$ cat config.mk
export PLATFORM = sky130hd
export DESIGN_NAME = half_step_stepper_sequencer_top
export DESIGN_NICKNAME = d
export VERILOG_FILES = /design/src/hss_pkg.sv /design/src/hss_cfg.sv /design/src/hss_core.sv /design/src/half_step_stepper_sequencer_top.sv
export SDC_FILE = /design/constraint.sdc
export NUM_CORES = 1
export LEC_CHECK = 0
export BUFFER_PORTS_ARGS = -buffer_cell sky130_fd_sc_hd__buf_2
export CORE_MARGIN = 2
export CORE_UTILIZATION = 60
export DETAILED_ROUTE_END_ITERATION = 7
export PLACE_DENSITY = 0.8
export SETUP_SLACK_MARGIN = 0.5
export SLEW_MARGIN = 30
export SYNTH_ARGS = -nofsm -noshare
export SYNTH_HDL_FRONTEND = slang
export SYNTH_SLANG_ARGS = --single-unit
$ cat constraint.sdc
create_clock -name clk_i -period 4.6 [get_ports clk_i]
set_clock_uncertainty 0.2 [all_clocks]
set_input_delay 0.92 -clock clk_i [delete_from_list [all_inputs] [get_ports clk_i]]
set_output_delay 0.92 -clock clk_i [all_outputs]
set_load 0.005 [all_outputs]
$ cat src/hss_pkg.sv
// ----------------------------------------------------------------------------
// Half-step sequencer package
// Types, mode codes, register indexes and the coil phase table.
// ----------------------------------------------------------------------------
`default_nettype none

package hss_pkg;

  localparam int unsigned BudgetW = 20;
  localparam int unsigned DwellW  = 16;
  localparam int unsigned CountW  = 17;
  localparam int unsigned PosW    = 5;
  localparam int unsigned CoilW   = 4;
  localparam int unsigned ModeW   = 3;
  localparam int unsigned CfgIdxW = 2;

  localparam logic [BudgetW-1:0] BudgetReset = BudgetW'(1000);
  localparam logic [DwellW-1:0]  DwellReset  = DwellW'(10);
  localparam logic [PosW-1:0]    PosFirst    = PosW'(1);
  localparam logic [PosW-1:0]    PosLast     = PosW'(16);

  // Motion modes.
  typedef enum logic [ModeW-1:0] {
    MODE_STOP     = 3'd0,
    MODE_BUD_FWD  = 3'd1,
    MODE_BUD_BACK = 3'd2,
    MODE_FREE_FWD = 3'd3,
    MODE_FREE_BACK = 3'd4
  } hss_mode_e;

  // Configuration register indexes.
  typedef enum logic [CfgIdxW-1:0] {
    REG_TICK_BUDGET    = 2'd0,
    REG_DWELL_FORWARD  = 2'd1,
    REG_DWELL_BACKWARD = 2'd2
  } hss_reg_e;

  typedef struct packed {
    logic                back_limit_clear;
    logic                fwd_limit_clear;
    logic [ModeW-1:0]    mode_request;
    logic                command;
  } hss_in_t;

  typedef struct packed {
    logic [BudgetW-1:0] ticks_used;
    logic [ModeW-1:0]   active_mode;
    logic [CoilW-1:0]   coils;
  } hss_res_t;

  typedef struct packed {
    logic [BudgetW-1:0] tick_budget;
    logic [DwellW-1:0]  dwell_forward;
    logic [DwellW-1:0]  dwell_backward;
  } hss_cfg_t;

  // Forward half-step phases: A, AB, B, BC, C, CD, D, DA.
  function automatic logic [CoilW-1:0] phase_coils(input logic [2:0] idx);
    logic [CoilW-1:0] c;
    case (idx)
      3'd0:    c = 4'h1;
      3'd1:    c = 4'h3;
      3'd2:    c = 4'h2;
      3'd3:    c = 4'h6;
      3'd4:    c = 4'h4;
      3'd5:    c = 4'hC;
      3'd6:    c = 4'h8;
      3'd7:    c = 4'h9;
      default: c = 4'h0;
    endcase
    return c;
  endfunction

endpackage

`default_nettype wire

$ cat src/hss_cfg.sv
// ----------------------------------------------------------------------------
// Half-step sequencer configuration registers
// Decodes the write port into the budget and dwell threshold registers.
// ----------------------------------------------------------------------------
`default_nettype none

module hss_cfg (
  input  wire logic                          clk_i,
  input  wire logic                          rst_ni,
  input  wire logic                          cfg_we_i,
  input  wire logic [hss_pkg::CfgIdxW-1:0]   cfg_idx_i,
  input  wire logic [hss_pkg::BudgetW-1:0]   cfg_data_i,
  output hss_pkg::hss_cfg_t                  cfg_o
);

  hss_pkg::hss_cfg_t cfg_q, cfg_d;

  // Write decode; an unused index leaves everything as is.
  always_comb begin
    cfg_d = cfg_q;
    if (cfg_we_i) begin
      case (hss_pkg::hss_reg_e'(cfg_idx_i))
        hss_pkg::REG_TICK_BUDGET:    cfg_d.tick_budget    = cfg_data_i;
        hss_pkg::REG_DWELL_FORWARD:  cfg_d.dwell_forward  = cfg_data_i[hss_pkg::DwellW-1:0];
        hss_pkg::REG_DWELL_BACKWARD: cfg_d.dwell_backward = cfg_data_i[hss_pkg::DwellW-1:0];
        default:                     cfg_d = cfg_q;
      endcase
    end
  end

  always_ff @(posedge clk_i or negedge rst_ni) begin
    if (!rst_ni) begin
      cfg_q.tick_budget    <= hss_pkg::BudgetReset;
      cfg_q.dwell_forward  <= hss_pkg::DwellReset;
      cfg_q.dwell_backward <= hss_pkg::DwellReset;
    end else begin
      cfg_q <= cfg_d;
    end
  end

  assign cfg_o = cfg_q;

endmodule

`default_nettype wire

$ cat src/hss_core.sv
// ----------------------------------------------------------------------------
// Half-step sequencer core
// Holds the motion state and computes the next state and result of one word.
// ----------------------------------------------------------------------------
`default_nettype none

module hss_core (
  input  wire logic              clk_i,
  input  wire logic              rst_ni,
  input  wire logic              step_i,
  input  hss_pkg::hss_in_t       in_i,
  input  hss_pkg::hss_cfg_t      cfg_i,
  output hss_pkg::hss_res_t      res_o
);

  hss_pkg::hss_mode_e               mode_q, mode_d;
  logic [hss_pkg::PosW-1:0]         pos_q, pos_d;
  logic [hss_pkg::CountW-1:0]       dwell_q, dwell_d;
  logic [hss_pkg::BudgetW-1:0]      tick_q, tick_d;
  logic [hss_pkg::CoilW-1:0]        coil_q, coil_d;

  // Next state for one word: a mode command or a time tick.
  always_comb begin
    hss_pkg::hss_mode_e        req;
    logic                      go_fwd;
    logic                      go_back;
    logic                      budgeted;
    logic                      adv;
    logic [hss_pkg::DwellW-1:0] thr;
    logic [2:0]                idx;

    mode_d  = mode_q;
    pos_d   = pos_q;
    dwell_d = dwell_q;
    tick_d  = tick_q;
    coil_d  = coil_q;
    adv     = 1'b0;

    case (in_i.mode_request)
      3'd1:    req = hss_pkg::MODE_BUD_FWD;
      3'd2:    req = hss_pkg::MODE_BUD_BACK;
      3'd3:    req = hss_pkg::MODE_FREE_FWD;
      3'd4:    req = hss_pkg::MODE_FREE_BACK;
      default: req = hss_pkg::MODE_STOP;
    endcase

    go_fwd   = (mode_q == hss_pkg::MODE_BUD_FWD || mode_q == hss_pkg::MODE_FREE_FWD)
               && in_i.fwd_limit_clear;
    go_back  = (mode_q == hss_pkg::MODE_BUD_BACK || mode_q == hss_pkg::MODE_FREE_BACK)
               && in_i.back_limit_clear;
    budgeted = (mode_q == hss_pkg::MODE_BUD_FWD || mode_q == hss_pkg::MODE_BUD_BACK);
    thr      = go_back ? cfg_i.dwell_backward : cfg_i.dwell_forward;
    idx      = go_back ? ~pos_q[3:1] : pos_q[3:1];

    if (in_i.command) begin
      // A new mode restarts the sequence and the budget.
      if (req != mode_q) begin
        mode_d = req;
        pos_d  = hss_pkg::PosFirst;
        tick_d = '0;
      end
    end else if (go_fwd || go_back) begin
      if (budgeted) begin
        if (tick_q < cfg_i.tick_budget) begin
          tick_d = tick_q + 1'b1;
          adv    = 1'b1;
        end else begin
          // Budget spent: stop, the coils hold this tick.
          mode_d = hss_pkg::MODE_STOP;
        end
      end else begin
        adv = 1'b1;
      end
    end else begin
      coil_d = '0;
      mode_d = hss_pkg::MODE_STOP;
    end

    // Step through the half-step pattern.
    if (adv) begin
      if (pos_q == '0 || pos_q > hss_pkg::PosLast || pos_q == hss_pkg::PosLast) begin
        pos_d = hss_pkg::PosFirst;
      end else if (pos_q[0]) begin
        dwell_d = '0;
        pos_d   = pos_q + 1'b1;
        coil_d  = hss_pkg::phase_coils(idx);
      end else if (dwell_q > {1'b0, thr}) begin
        dwell_d = '0;
        pos_d   = pos_q + 1'b1;
      end else begin
        dwell_d = dwell_q + 1'b1;
      end
    end
  end

  always_ff @(posedge clk_i or negedge rst_ni) begin
    if (!rst_ni) begin
      mode_q  <= hss_pkg::MODE_STOP;
      pos_q   <= hss_pkg::PosFirst;
      dwell_q <= '0;
      tick_q  <= '0;
      coil_q  <= '0;
    end else if (step_i) begin
      mode_q  <= mode_d;
      pos_q   <= pos_d;
      dwell_q <= dwell_d;
      tick_q  <= tick_d;
      coil_q  <= coil_d;
    end
  end

  // The result is the state after this word.
  assign res_o.coils       = coil_d;
  assign res_o.active_mode = mode_d;
  assign res_o.ticks_used  = tick_d;

endmodule

`default_nettype wire

$ cat src/half_step_stepper_sequencer_top.sv
// ----------------------------------------------------------------------------
// Half-step stepper sequencer, top level
// Input register, sequencer core and output register around a stream port.
// ----------------------------------------------------------------------------
// Usage:
//   The slave stream carries one word per tick or mode command. tuser is the
//   command flag (0 tick, 1 mode command); tdata holds the mode request and
//   both limit switch flags. The master stream returns one word per input
//   word: coil drive, active mode and ticks counted against the budget.
//   Configuration writes (budget, forward and backward dwell) go through
//   cfg_we_i / cfg_idx_i / cfg_data_i while the block is idle.
//   The accepting edge loads the input register, and the edge that steps
//   the core carries the core result into the output register, where it
//   is offered. Throughput is one word per clock while the receiver does
//   not stall. When the receiver stalls, the output register holds its word
//   and the input register still takes one more word if it is empty; after
//   that tready drops.
//   Reset clears the motion state (stopped, position 1, coils off), restores
//   the register defaults and empties both registers.
// ----------------------------------------------------------------------------
`default_nettype none

module half_step_stepper_sequencer_top (
  input  wire logic                         clk_i,
  input  wire logic                         rst_ni,
  // Slave stream.
  input  wire logic                         s_axis_tvalid,
  output      logic                         s_axis_tready,
  input  wire logic [7:0]                   s_axis_tdata,  // mode_request[2:0], fwd_limit_clear, back_limit_clear, zero pad
  input  wire logic                         s_axis_tuser,  // command
  // Master stream.
  output      logic                         m_axis_tvalid,
  input  wire logic                         m_axis_tready,
  output      logic [31:0]                  m_axis_tdata,  // coils[3:0], active_mode[2:0], ticks_used[19:0], zero pad
  // Configuration write port.
  input  wire logic                         cfg_we_i,
  input  wire logic [hss_pkg::CfgIdxW-1:0]  cfg_idx_i,
  input  wire logic [hss_pkg::BudgetW-1:0]  cfg_data_i
);

  logic               in_valid_q;
  hss_pkg::hss_in_t   in_q;
  logic               out_valid_q;
  hss_pkg::hss_res_t  out_q;
  logic               step;
  hss_pkg::hss_res_t  res;
  hss_pkg::hss_cfg_t  cfg;

  // A word moves into the core when the output register is free or draining.
  assign step          = in_valid_q && (!out_valid_q || m_axis_tready);
  assign s_axis_tready = !in_valid_q || step;

  // Input register.
  always_ff @(posedge clk_i or negedge rst_ni) begin
    if (!rst_ni) begin
      in_valid_q <= 1'b0;
    end else if (s_axis_tready) begin
      in_valid_q <= s_axis_tvalid;
    end
  end

  always_ff @(posedge clk_i) begin
    if (s_axis_tready && s_axis_tvalid) begin
      in_q.command          <= s_axis_tuser;
      in_q.mode_request     <= s_axis_tdata[2:0];
      in_q.fwd_limit_clear  <= s_axis_tdata[3];
      in_q.back_limit_clear <= s_axis_tdata[4];
    end
  end

  hss_cfg u_cfg (
    .clk_i      (clk_i),
    .rst_ni     (rst_ni),
    .cfg_we_i   (cfg_we_i),
    .cfg_idx_i  (cfg_idx_i),
    .cfg_data_i (cfg_data_i),
    .cfg_o      (cfg)
  );

  hss_core u_core (
    .clk_i  (clk_i),
    .rst_ni (rst_ni),
    .step_i (step),
    .in_i   (in_q),
    .cfg_i  (cfg),
    .res_o  (res)
  );

  // Output register.
  always_ff @(posedge clk_i or negedge rst_ni) begin
    if (!rst_ni) begin
      out_valid_q <= 1'b0;
    end else if (step) begin
      out_valid_q <= 1'b1;
    end else if (m_axis_tready) begin
      out_valid_q <= 1'b0;
    end
  end

  always_ff @(posedge clk_i) begin
    if (step) begin
      out_q <= res;
    end
  end

  assign m_axis_tvalid = out_valid_q;
  assign m_axis_tdata  = {5'd0, out_q.ticks_used, out_q.active_mode, out_q.coils};

endmodule

`default_nettype wire

# Word level (Yosys, flattened, before mapping)
# Memory sizes are Yosys's and may differ from the RTL's.
# Index checks and enable logic that the tools add are counted.
# word_totals
register_bits	136
mem_bits_ro	32
output_inout_bits	34
word_cells	91
memories	1
# op_classes
add_sub_neg	3
order_cmp	3
eq_ne	12
mux	32
bitwise_logic	2
n_reduce_logical	21
# mem_list
memory	depth	width	rd	rd_clocked_by_memory_dff	wr	line	source
(name not given)	8	4	1	0	0	hss_pkg.sv:60	case (idx)
# op_table
cell	count
$mux W20	5
$mux W17	2
$mux W5	6
$add A20 B1 Y20 const B	1
$lt A20 B20 Y1	1
$mux W4	5
$mux W3	6
$add A17 B1 Y17 const B	1
$gt A17 B16 Y1	1
$mux W16	1
$eq A3 B2 Y1 const B	4
$pmux W3 S4	1
$logic_or A1 B1 Y1	8
$eq A3 B1 Y1 const B	2
$eq A3 B3 Y1 const B	2
$mux W1	6
$reduce_and A2 Y1	3
$add A5 B1 Y5 const B	1
$eq A5 B5 Y1 const B	1
$gt A5 B5 Y1 const B	1
$logic_not A5 Y1	1
$logic_and A1 B1 Y1	4
$ne A3 B3 Y1	1
$not A3 Y3	1
other kinds (7)	8

# Longest topological paths before layout
# Gate-level depths: netlist (run 1).
# depth
depth_word	9
ltp_mapped	16
ltp_nobuf	11

# By module
# A second synthesis (run 1) with hierarchy kept.
# hier_totals
hier_cells	697
hier_area_um2	7482.2
# modules_own_cells
module	n_inst	cells_each	area_per_inst_um2
hss_core	1	539	4340.4
hss_cfg	1	111	2005.7
half_step_stepper_sequencer_top	1	47	1136.1

# Least setup slack after synthesis (run 1)
# No wires, ideal clock.
# synth_path
kind	register to register
start	register u_core.mode_q[1]
end	register u_core.dwell_q[15] (netlist bit)
setup_time_ps	90
arrival_ps	3673
required_ps	4310
setup_slack_ps	637
stages_incl_launch_ff	16
period_less_slack_ps	3963
cell_sequence	dfrtp_1 -> buf_2 -> xnor2_1 -> nor3b_1 -> buf_2 -> buf_1 -> mux2i_1 -> ha_1 -> a21o_1 -> a211o_1 -> a221oi_1 -> a31oi_1 -> or3_1 -> buf_2 -> buf_2 -> o221ai_1
# synth_between
elab_chain_cells	7
word_cells_on_any_way	18
# synth_rtl
element	line	source
start: declaration	hss_core.sv:16	hss_pkg::hss_mode_e mode_q, mode_d;
start signal: assignment	hss_core.sv:98	mode_q <= hss_pkg::MODE_STOP;
start signal: assignment	hss_core.sv:104	mode_q <= mode_d;
$eq A3 B2 Y1 (tied with other cells)	hss_core.sv:49, hss_core.sv:51	
$logic_or A1 B1 Y1, on equally long branches	hss_core.sv:49, hss_core.sv:47	
$logic_and A1 B1 Y1, on equally long branches	hss_core.sv:50, hss_core.sv:48	
$mux W16 / $logic_or A1 B1 Y1 (equally long branches)	hss_core.sv:52, hss_core.sv:62	
$gt A17 B16 Y1 / $mux W1 (equally long branches)	hss_core.sv:87, hss_core.sv:62	
$mux W17 / $mux W1 (equally long branches)	hss_core.sv:87, hss_core.sv:55	
$mux W17 / $reduce_and A3 Y1 (equally long branches)	n/a	
end signal: assignment	hss_core.sv:106	dwell_q <= dwell_d;
end: declaration	hss_core.sv:18	logic [hss_pkg::CountW-1:0] dwell_q, dwell_d;
# Several ways; a longest one is shown, not always the timed one.
# A chain may end at the register's enable or synchronous reset.

# Worst setup path after layout (run 1)
# layout_path
start	register u_core.mode_q[1]
end	register u_core.pos_q[2] (netlist bit)
# layout_between
elab_chain_cells	9
word_cells_on_any_way	22
# layout_rtl
element	line	source
$eq A3 B2 Y1 / $eq A3 B3 Y1 (equally long branches)	hss_core.sv:49, hss_core.sv:51	
$logic_or A1 B1 Y1	hss_core.sv:49	go_back = (mode_q == hss_pkg::MODE_BUD_BACK || mode_q == hss_pkg::MODE_FREE_BACK)
$logic_and A1 B1 Y1	hss_core.sv:50	&& in_i.back_limit_clear;
$mux W16	hss_core.sv:52	thr = go_back ? cfg_i.dwell_backward : cfg_i.dwell_forward;
$gt A17 B16 Y1	hss_core.sv:87	end else if (dwell_q > {1'b0, thr}) begin
$mux W5	hss_core.sv:87	
$mux W5	hss_core.sv:83	end else if (pos_q[0]) begin
$mux W5	hss_core.sv:81	if (pos_q == '0 || pos_q > hss_pkg::PosLast || pos_q == hss_pkg::PosLast) begin
$mux W5 *	hss_core.sv:80	if (adv) begin
end signal: assignment	hss_core.sv:99	pos_q <= hss_pkg::PosFirst;
end signal: assignment	hss_core.sv:105	pos_q <= pos_d;
end: declaration	hss_core.sv:17	logic [hss_pkg::PosW-1:0] pos_q, pos_d;
# Every way passes the cells marked *; elsewhere a longest branch is shown, timed or not.

==> impl_metrics.env, run 1 <==
export IMPL_drv_slew=0
export IMPL_power_frac_seq_pct=42.6
export IMPL_path_max_fanout=20
export IMPL_grt_pass1_wl_mm=29.4
export IMPL_status="completed"
export IMPL_p_comb_share_pct=23.6
export IMPL_nNetsFinal=875
export IMPL_multiInputGateArea_sq_um=3660
export IMPL_syn_avg_cell_area_sq_um=10.1
export IMPL_tritoncts="built"
export IMPL_met1_length_mm=7.57
export IMPL_max_freq_mhz=258
export IMPL_dieHeight_microns=116
export IMPL_hold_viol=0
export IMPL_top_layer="met4"
export IMPL_tns_ns=0
export IMPL_synth_main_ff_cell="dfrtp_1"
export IMPL_final_util_pct=70.7
export IMPL_grt_max_degree=50
export IMPL_syn_area_sq_um=7530
export IMPL_ys_warnings_count=0
export IMPL_globalRoute_totalOverflow=0
export IMPL_period_share_pct=84.1
export IMPL_fp_dieW_microns=116
export IMPL_power_density_nw_per_um2=438
export IMPL_path_clk_slew_ns=0.06
export IMPL_routed_wl_mm=17.8
export IMPL_period_needed_ns=3.87
export IMPL_rows=40
export IMPL_slew_limit_headroom_pct=41.2
export IMPL_grtUsageTotal_pct=28.3
export IMPL_start_util_pct=62.2
export IMPL_yosysUniqueCellTypes=68
export IMPL_setup_viol=0
export IMPL_drc=0
export IMPL_synthArstFlopShare_pct=75.7
export IMPL_pwr_share_clk_pct=33.8
export IMPL_wl_met3_microns=953
export IMPL_portBuffers=61
export IMPL_cp_required_ns=4.75
export IMPL_cts_buffers=17
export IMPL_cts_path_max_buffers=2
export IMPL_viasPerCell=6.17
export IMPL_num_vias=6053
export IMPL_fillers=898
export IMPL_hp_class="in2async"
export IMPL_yosysSeqAreaShare_pct=47.6
export IMPL_synth_edf_count=33
export IMPL_dieArea_sq_um=13500
export IMPL_syn_inst=743
export IMPL_peakVddDrop_uv=243
export IMPL_area_growth_pct=13.7
export IMPL_synth_ff_latch_count=136
export IMPL_p_int_uw=2540
export IMPL_synth_area_leaders="dfrtp_1 (31%), edfxtp_1 (13%), ha_1 (6.5%)"
export IMPL_antenna_cells=0
export IMPL_switching_share_pct=32.3
export IMPL_rsz0062_at_grt="false"
export IMPL_boundaryPins=70
export IMPL_drt_iter0_drc=531
export IMPL_worstSetupEndpointType="register"
export IMPL_grt_pass1_vias=5908
export IMPL_clock_sinks=136
export IMPL_ff_latch_area_sq_um=3580
export IMPL_clk_latency_ns=0.43
export IMPL_maxCapViolCount=0
export IMPL_root_buffer="clkbuf_16"
export IMPL_wl_per_cell_microns=18.1
export IMPL_drive_above_1_share_pct=20.8
export IMPL_wl_met2_mm=8.85
export IMPL_cp_data_arrival_time_ns=4.02
export IMPL_netlist_area_leader_share_pct=30.6
export IMPL_core_sq_um=12100
export IMPL_cellLeakagePower_uw=0.00359
export IMPL_htreeDepth=4
export IMPL_holdBufCountCts=0
export IMPL_drt_first_pass_iters=6
export IMPL_gp_congestion=0.897
export IMPL_startpoint_type="register"
export IMPL_antenna_found_initial=0
export IMPL_tightestPinTransition_ns=0.880
export IMPL_power_switching_uw=1210
export IMPL_hpwl_mm=12.1
export IMPL_yosysTopAreaCell="dfrtp_1"
export IMPL_drtAntennaViolNets=0
export IMPL_worstSetupPathType="reg2reg"
[worst max-delay path: stages, from the launching register on]
cell and delay (ns):
dfrtp_1 0.50, xnor2_1 0.18, nor3b_2 0.21, buf_6 0.27, mux2i_1 0.36, ha_1 0.19
nand4_1 0.19, nor4_1 0.41, o2111ai_1 0.28, a31oi_2 0.25, buf_4 0.16, nand3_1 0.06
or3_1 0.35, a21oi_1 0.17
[layer usage]
metal  vias up  GRT usage, %
met5         -             0
met4         0          10.9
met3        33          5.75
met2       210          46.9
met1      2941          36.9
li1       2869             -
[power by group through the flow]
stage | combinational [uW] | sequential (uW) | clock (uW)
6_report | 885 | 1600 | 1270
5_1_grt | 996 | 1620 | 1330
4_1_cts | 862 | 1590 | 1280
3_5_place_dp | 852 | 1610 | 0
3_3_place_gp | 802 | 1600 | 0
2_1_floorplan | 634 | 1560 | 0
[registers in the layout, indices dropped and copies added (netlist names)]
| name | cells |
|---|---|
| in_q | 6 |
| in_valid_q | 1 |
| m_axis_tdata | 27 |
| m_axis_tvalid | 1 |
| u_cfg.cfg_o | 52 |
| u_core.coil_q | 4 |
| u_core.dwell_q | 17 |
| u_core.mode_q | 3 |
| u_core.pos_q | 5 |
| u_core.tick_q | 20 |
[placed cells by master (no fill, tap or decap), drive strengths merged, types with 7 or more instances in the layout]
cell type | netlist | layout
a21o | 7 | 7
nand3 | 35 | 35
or4 | 10 | 10
clkinv | 0 | 9
o31ai | 21 | 21
o211ai | 7 | 7
nor2 | 35 | 35
nand2b | 9 | 9
nor2b | 7 | 7
inv | 38 | 41
a21oi | 24 | 24
clkbuf | 19 | 19
buf | 21 | 74
edfxtp | 33 | 33
nand2 | 76 | 76
ha | 39 | 39
o21ai | 61 | 61
and3 | 9 | 9
dfstp | 11 | 11
mux2 | 36 | 36
or3 | 8 | 8
nand4 | 10 | 10
a31oi | 9 | 9
a211oi | 8 | 8
dfrtp | 92 | 92
nor3 | 17 | 17
mux2i | 21 | 21
[synth_stat cells, types with 19 or more instances]
cell / count
inv_1: 38
nand2_1: 76
dfrtp_1: 92
nor2_1: 35
clkbuf_1: 19
a21oi_1: 24
nand3_1: 35
mux2i_1: 21
ha_1: 39
mux2_2: 36
o31ai_1: 21
o21ai_0: 52
edfxtp_1: 33
[logic make-up after synthesis]
| group | count (synthesis) | synth area share (%) |
|---|---|---|
| adder cells (fa/ha/maj) | 39 | 6.48 |
| AND/OR/NAND/NOR | 242 | 16.1 |
| other | 1 | 0.0498 |
| multiplexers | 57 | 8.18 |
| XOR/XNOR | 5 | 0.582 |
| buffers and inverters | 78 | 4.44 |
| AO/OA/AOI/OAI | 185 | 16.6 |
| flip-flops | 136 | 47.6 |
[area by class of cell]
type / instances / area share [%]
Clock buffer: 19 / 5.42
Timing Repair Buffer: 74 / 4.75
Multi-Input combinational cell: 533 / 42.8
Inverter: 38 / 1.67
Sequential cell: 136 / 41.8
Clock inverter: 13 / 1.08
Tap cell: 168 / 2.46
[per-stage QoR]
step | total power [uW] | setup slack [ns] | hold WS (ns) | cells | area, sq um
2_1_floorplan | 2190 | 0.637 | 0.257 | 747 | 7540
3_3_place_gp | 2400 | 0.696 | 0.268 | 947 | 7960
3_5_place_dp | 2460 | 0.555 | 0.293 | 947 | 7960
4_1_cts | 3730 | 0.628 | 0.233 | 979 | 8530
5_1_grt | 3950 | 0.534 | 0.253 | 981 | 8560
6_report | 3750 | 0.730 | 0.228 | 981 | 8560
[what timing repair did]
item / in CTS / in global routing
buffers inserted: 0 / 1
pin swaps: 0 / 1
gates resized for setup: 1 / 3
setup endpoints to repair: 3 / 19
[final timing paths]
check / cells past startpoint / start / slack (ns) / end
min in group clk_i: 1 / u_cfg.cfg_o[25] / 0.31 / u_cfg.cfg_o[25]
max in group asynchronous: 2 / rst_ni / 3.05 / in_valid_q
setup / recovery: 13 / u_core.mode_q[1] / 0.73 / u_core.pos_q[2]
hold reg to reg: 1 / u_cfg.cfg_o[25] / 0.31 / u_cfg.cfg_o[25]
setup reg to reg: 13 / u_core.mode_q[1] / 0.73 / u_core.pos_q[2]
hold / removal: 1 / rst_ni / 0.23 / u_cfg.cfg_o[21]
No activity file was read; power rests on OpenSTA's default activity.
==> run 2: changes to the inputs <==
==> constraint.sdc (replaced) <==
create_clock -name clk_i -period 3.6 [get_ports clk_i]
set_clock_uncertainty 0.2 [all_clocks]
set_input_delay 0.72 -clock clk_i [delete_from_list [all_inputs] [get_ports clk_i]]
set_output_delay 0.72 -clock clk_i [all_outputs]
set_load 0.005 [all_outputs]
==> impl_metrics.env, run 2 (same netlist as run 1, synthesis figures left out) <==
export IMPL_area_growth_pct=25.3
export IMPL_clk_latency_ns=0.43
export IMPL_rows=40
export IMPL_grt_pass1_vias=6635
export IMPL_setup_viol=12
export IMPL_globalRoute_totalOverflow=0
export IMPL_setup_slack_ns=-0.0809
export IMPL_largest_reg_flops=52
export IMPL_timing_rr_start="u_core.mode_q[2]"
export IMPL_gp_congestion=0.890
export IMPL_dieHeight_microns=116
export IMPL_drc=12
export IMPL_rrSetupSlack_ns=-0.08
export IMPL_hp_class="in2async"
export IMPL_grtUsageTotal_pct=31.3
export IMPL_worstSetupEndpointType="register"
export IMPL_cp_common_cell="buf_6"
export IMPL_htreeDepth=4
export IMPL_boundaryPins=70
export IMPL_cts_buffers=17
export IMPL_mostFrequentLayoutCells="dfrtp_1 (90), nand2_1 (75), buf_2 (60)"
export IMPL_portBuffers=61
export IMPL_tritoncts="built"
export IMPL_placed_area_sq_um=8110
export IMPL_path_clk_slew_ns=0.06
export IMPL_final_common_cell="dfrtp_1"
export IMPL_dieArea_sq_um=13500
export IMPL_core_sq_um=12100
export IMPL_cp_required_ns=3.74
export IMPL_hold_viol=0
export IMPL_status="finished, violations left"
export IMPL_path_max_fanout=8
export IMPL_root_buffer="clkbuf_16"
export IMPL_maxCapViolCount=0
export IMPL_final_area_sq_um=9430
export IMPL_power_density_nw_per_um2=565
export IMPL_final_util_pct=77.9
export IMPL_viasPerCell=6.58
export IMPL_hpwl_mm=12.8
export IMPL_grt_pass1_wl_mm=32.4
export IMPL_cp_slowest_cell="dfrtp_1"
export IMPL_routed_wl_mm=21.8
export IMPL_crit_path_cell_trace="xnor2_2, nor3b_4, buf_6, buf_6, buf_16, mux2i_1, ha_1, a21o_1, a211o_1, a221oi_4, a31oi_4, or3_4, buf_6, o31ai_4"
export IMPL_tightestPinTransition_ns=0.910
export IMPL_violations="design-rule violations, negative setup slack"
export IMPL_num_vias=6747
export IMPL_whs_ns=0.101
export IMPL_start_util_pct=62.2
export IMPL_critPathMaxStageDelay_ns=0.43
export IMPL_clock_sinks=136
export IMPL_drive_above_1_share_pct=31.3
export IMPL_drt_first_pass_iters=8
export IMPL_drt_iter0_drc=763
export IMPL_fp_dieW_microns=116
export IMPL_nNetsFinal=919
export IMPL_period_share_pct=102
export IMPL_grt_max_degree=50
export IMPL_drtAntennaViolNets=0
export IMPL_wl_per_cell_microns=21.3
export IMPL_cp_data_arrival_time_ns=3.82
export IMPL_period_needed_ns=3.68
export IMPL_antenna_found_initial=0
export IMPL_startpoint_type="register"
export IMPL_max_freq_mhz=272
export IMPL_antenna_cells=0
export IMPL_r2r_end="u_core.dwell_q[4]"
export IMPL_slew_limit_headroom_pct=39.1
export IMPL_worstSetupPathType="reg2reg"
export IMPL_peakVddDrop_uv=400
export IMPL_drv_slew=0
export IMPL_worstRegToRegCells=14
export IMPL_cellLeakagePower_uw=0.00392
export IMPL_rsz0062_at_grt="true"
export IMPL_cts_path_max_buffers=2
==> run 2: cell types whose count changed in the layout (fill, tap and decap cells not counted), moves of 4 or more <==
cell	delta
mux2i_2	+6
o21ai_0	-8
o31ai_2	+7
mux2i_1	-6
buf_4	+27
nor3_1	-5
o31ai_1	-8
buf_12	+4
a211oi_1	-4
o21ai_2	+5
ha_1	-4
nor3_2	+4
ha_4	+4
buf_6	+11
==> run 2: layer usage <==
| layer | vias to the layer above | track usage, % | part of all wire, % |
|---|---|---|---|
| met2 | 421 | 53.5 | 50 |
| met3 | 116 | 7.74 | 8.2 |
| met1 | 3255 | 37.9 | 38 |
| met5 | - | 0 | 0 |
| met4 | 0 | 13.3 | 4.4 |
| li1 | 2955 | - | - |
==> run 2: worst max path at each step <==
stage | startpoint | endpoint | cells past startpoint
floorplan | u_core.mode_q[2] | u_core.dwell_q[15] | 15
CTS | u_core.mode_q[1] | u_core.dwell_q[13] | 14
global route | u_core.mode_q[2] | u_core.dwell_q[4] | 14
finish | u_core.mode_q[2] | u_core.dwell_q[4] | 14
global placement | u_core.mode_q[2] | u_core.dwell_q[13] | 12
detailed placement | u_core.mode_q[2] | u_core.dwell_q[4] | 12
==> run 2: power by group <==
group | total (uW) | internal, uW | switching, uW
Combinational | 1580 | 686 | 890
Sequential | 2060 | 1850 | 206
Clock | 1700 | 988 | 709
Total | 5330 | 3520 | 1810
==> run 2: repair_timing <==
| item | CTS | global route |
|---|---|---|
| setup endpoints to repair | 45 | 50 |
| gates resized for setup | 42 | 45 |
| setup buffers | 23 | 7 |
| hold buffers | 0 | 0 |
| pin swaps | 26 | 20 |
| cloned | 2 | 1 |
| endpoints found under the hold margin | 0 | 0 |
==> run 2: layout make-up <==
class,instances,area (sq um)
flip-flops and latches,136,3580
clock inverters,11,85.1
inverters,38,143
multi-input cells,533,4040
well taps,168,210
repair buffers,118,875
clock buffers,21,493
fillers,708,2680
==> run 2: stage by stage <==
stage	instances	TNS, ns	setup WS [ns]	power (uW)
after global routing	1025	-2.23	-0.161	5550
after floorplan	747	0	0.180	2820
final	1025	-0.430	-0.0809	5330
after detailed placement	960	-0.212	-0.0980	3200
after CTS	1017	0	0.0850	5080
after global placement	960	0	0.0820	3110
==> run 2: worst max-delay path: cells and delay by family, from the launching register on <==
kind / cells / cell delay [ns]
buffers and inverters: 4 / 0.55
multiplexers: 1 / 0.21
AND/OR/NAND/NOR: 2 / 0.61
XOR/XNOR: 1 / 0.17
AO/OA/AOI/OAI: 5 / 1.11
flip-flops: 1 / 0.43
adder cells (fa/ha/maj): 1 / 0.29
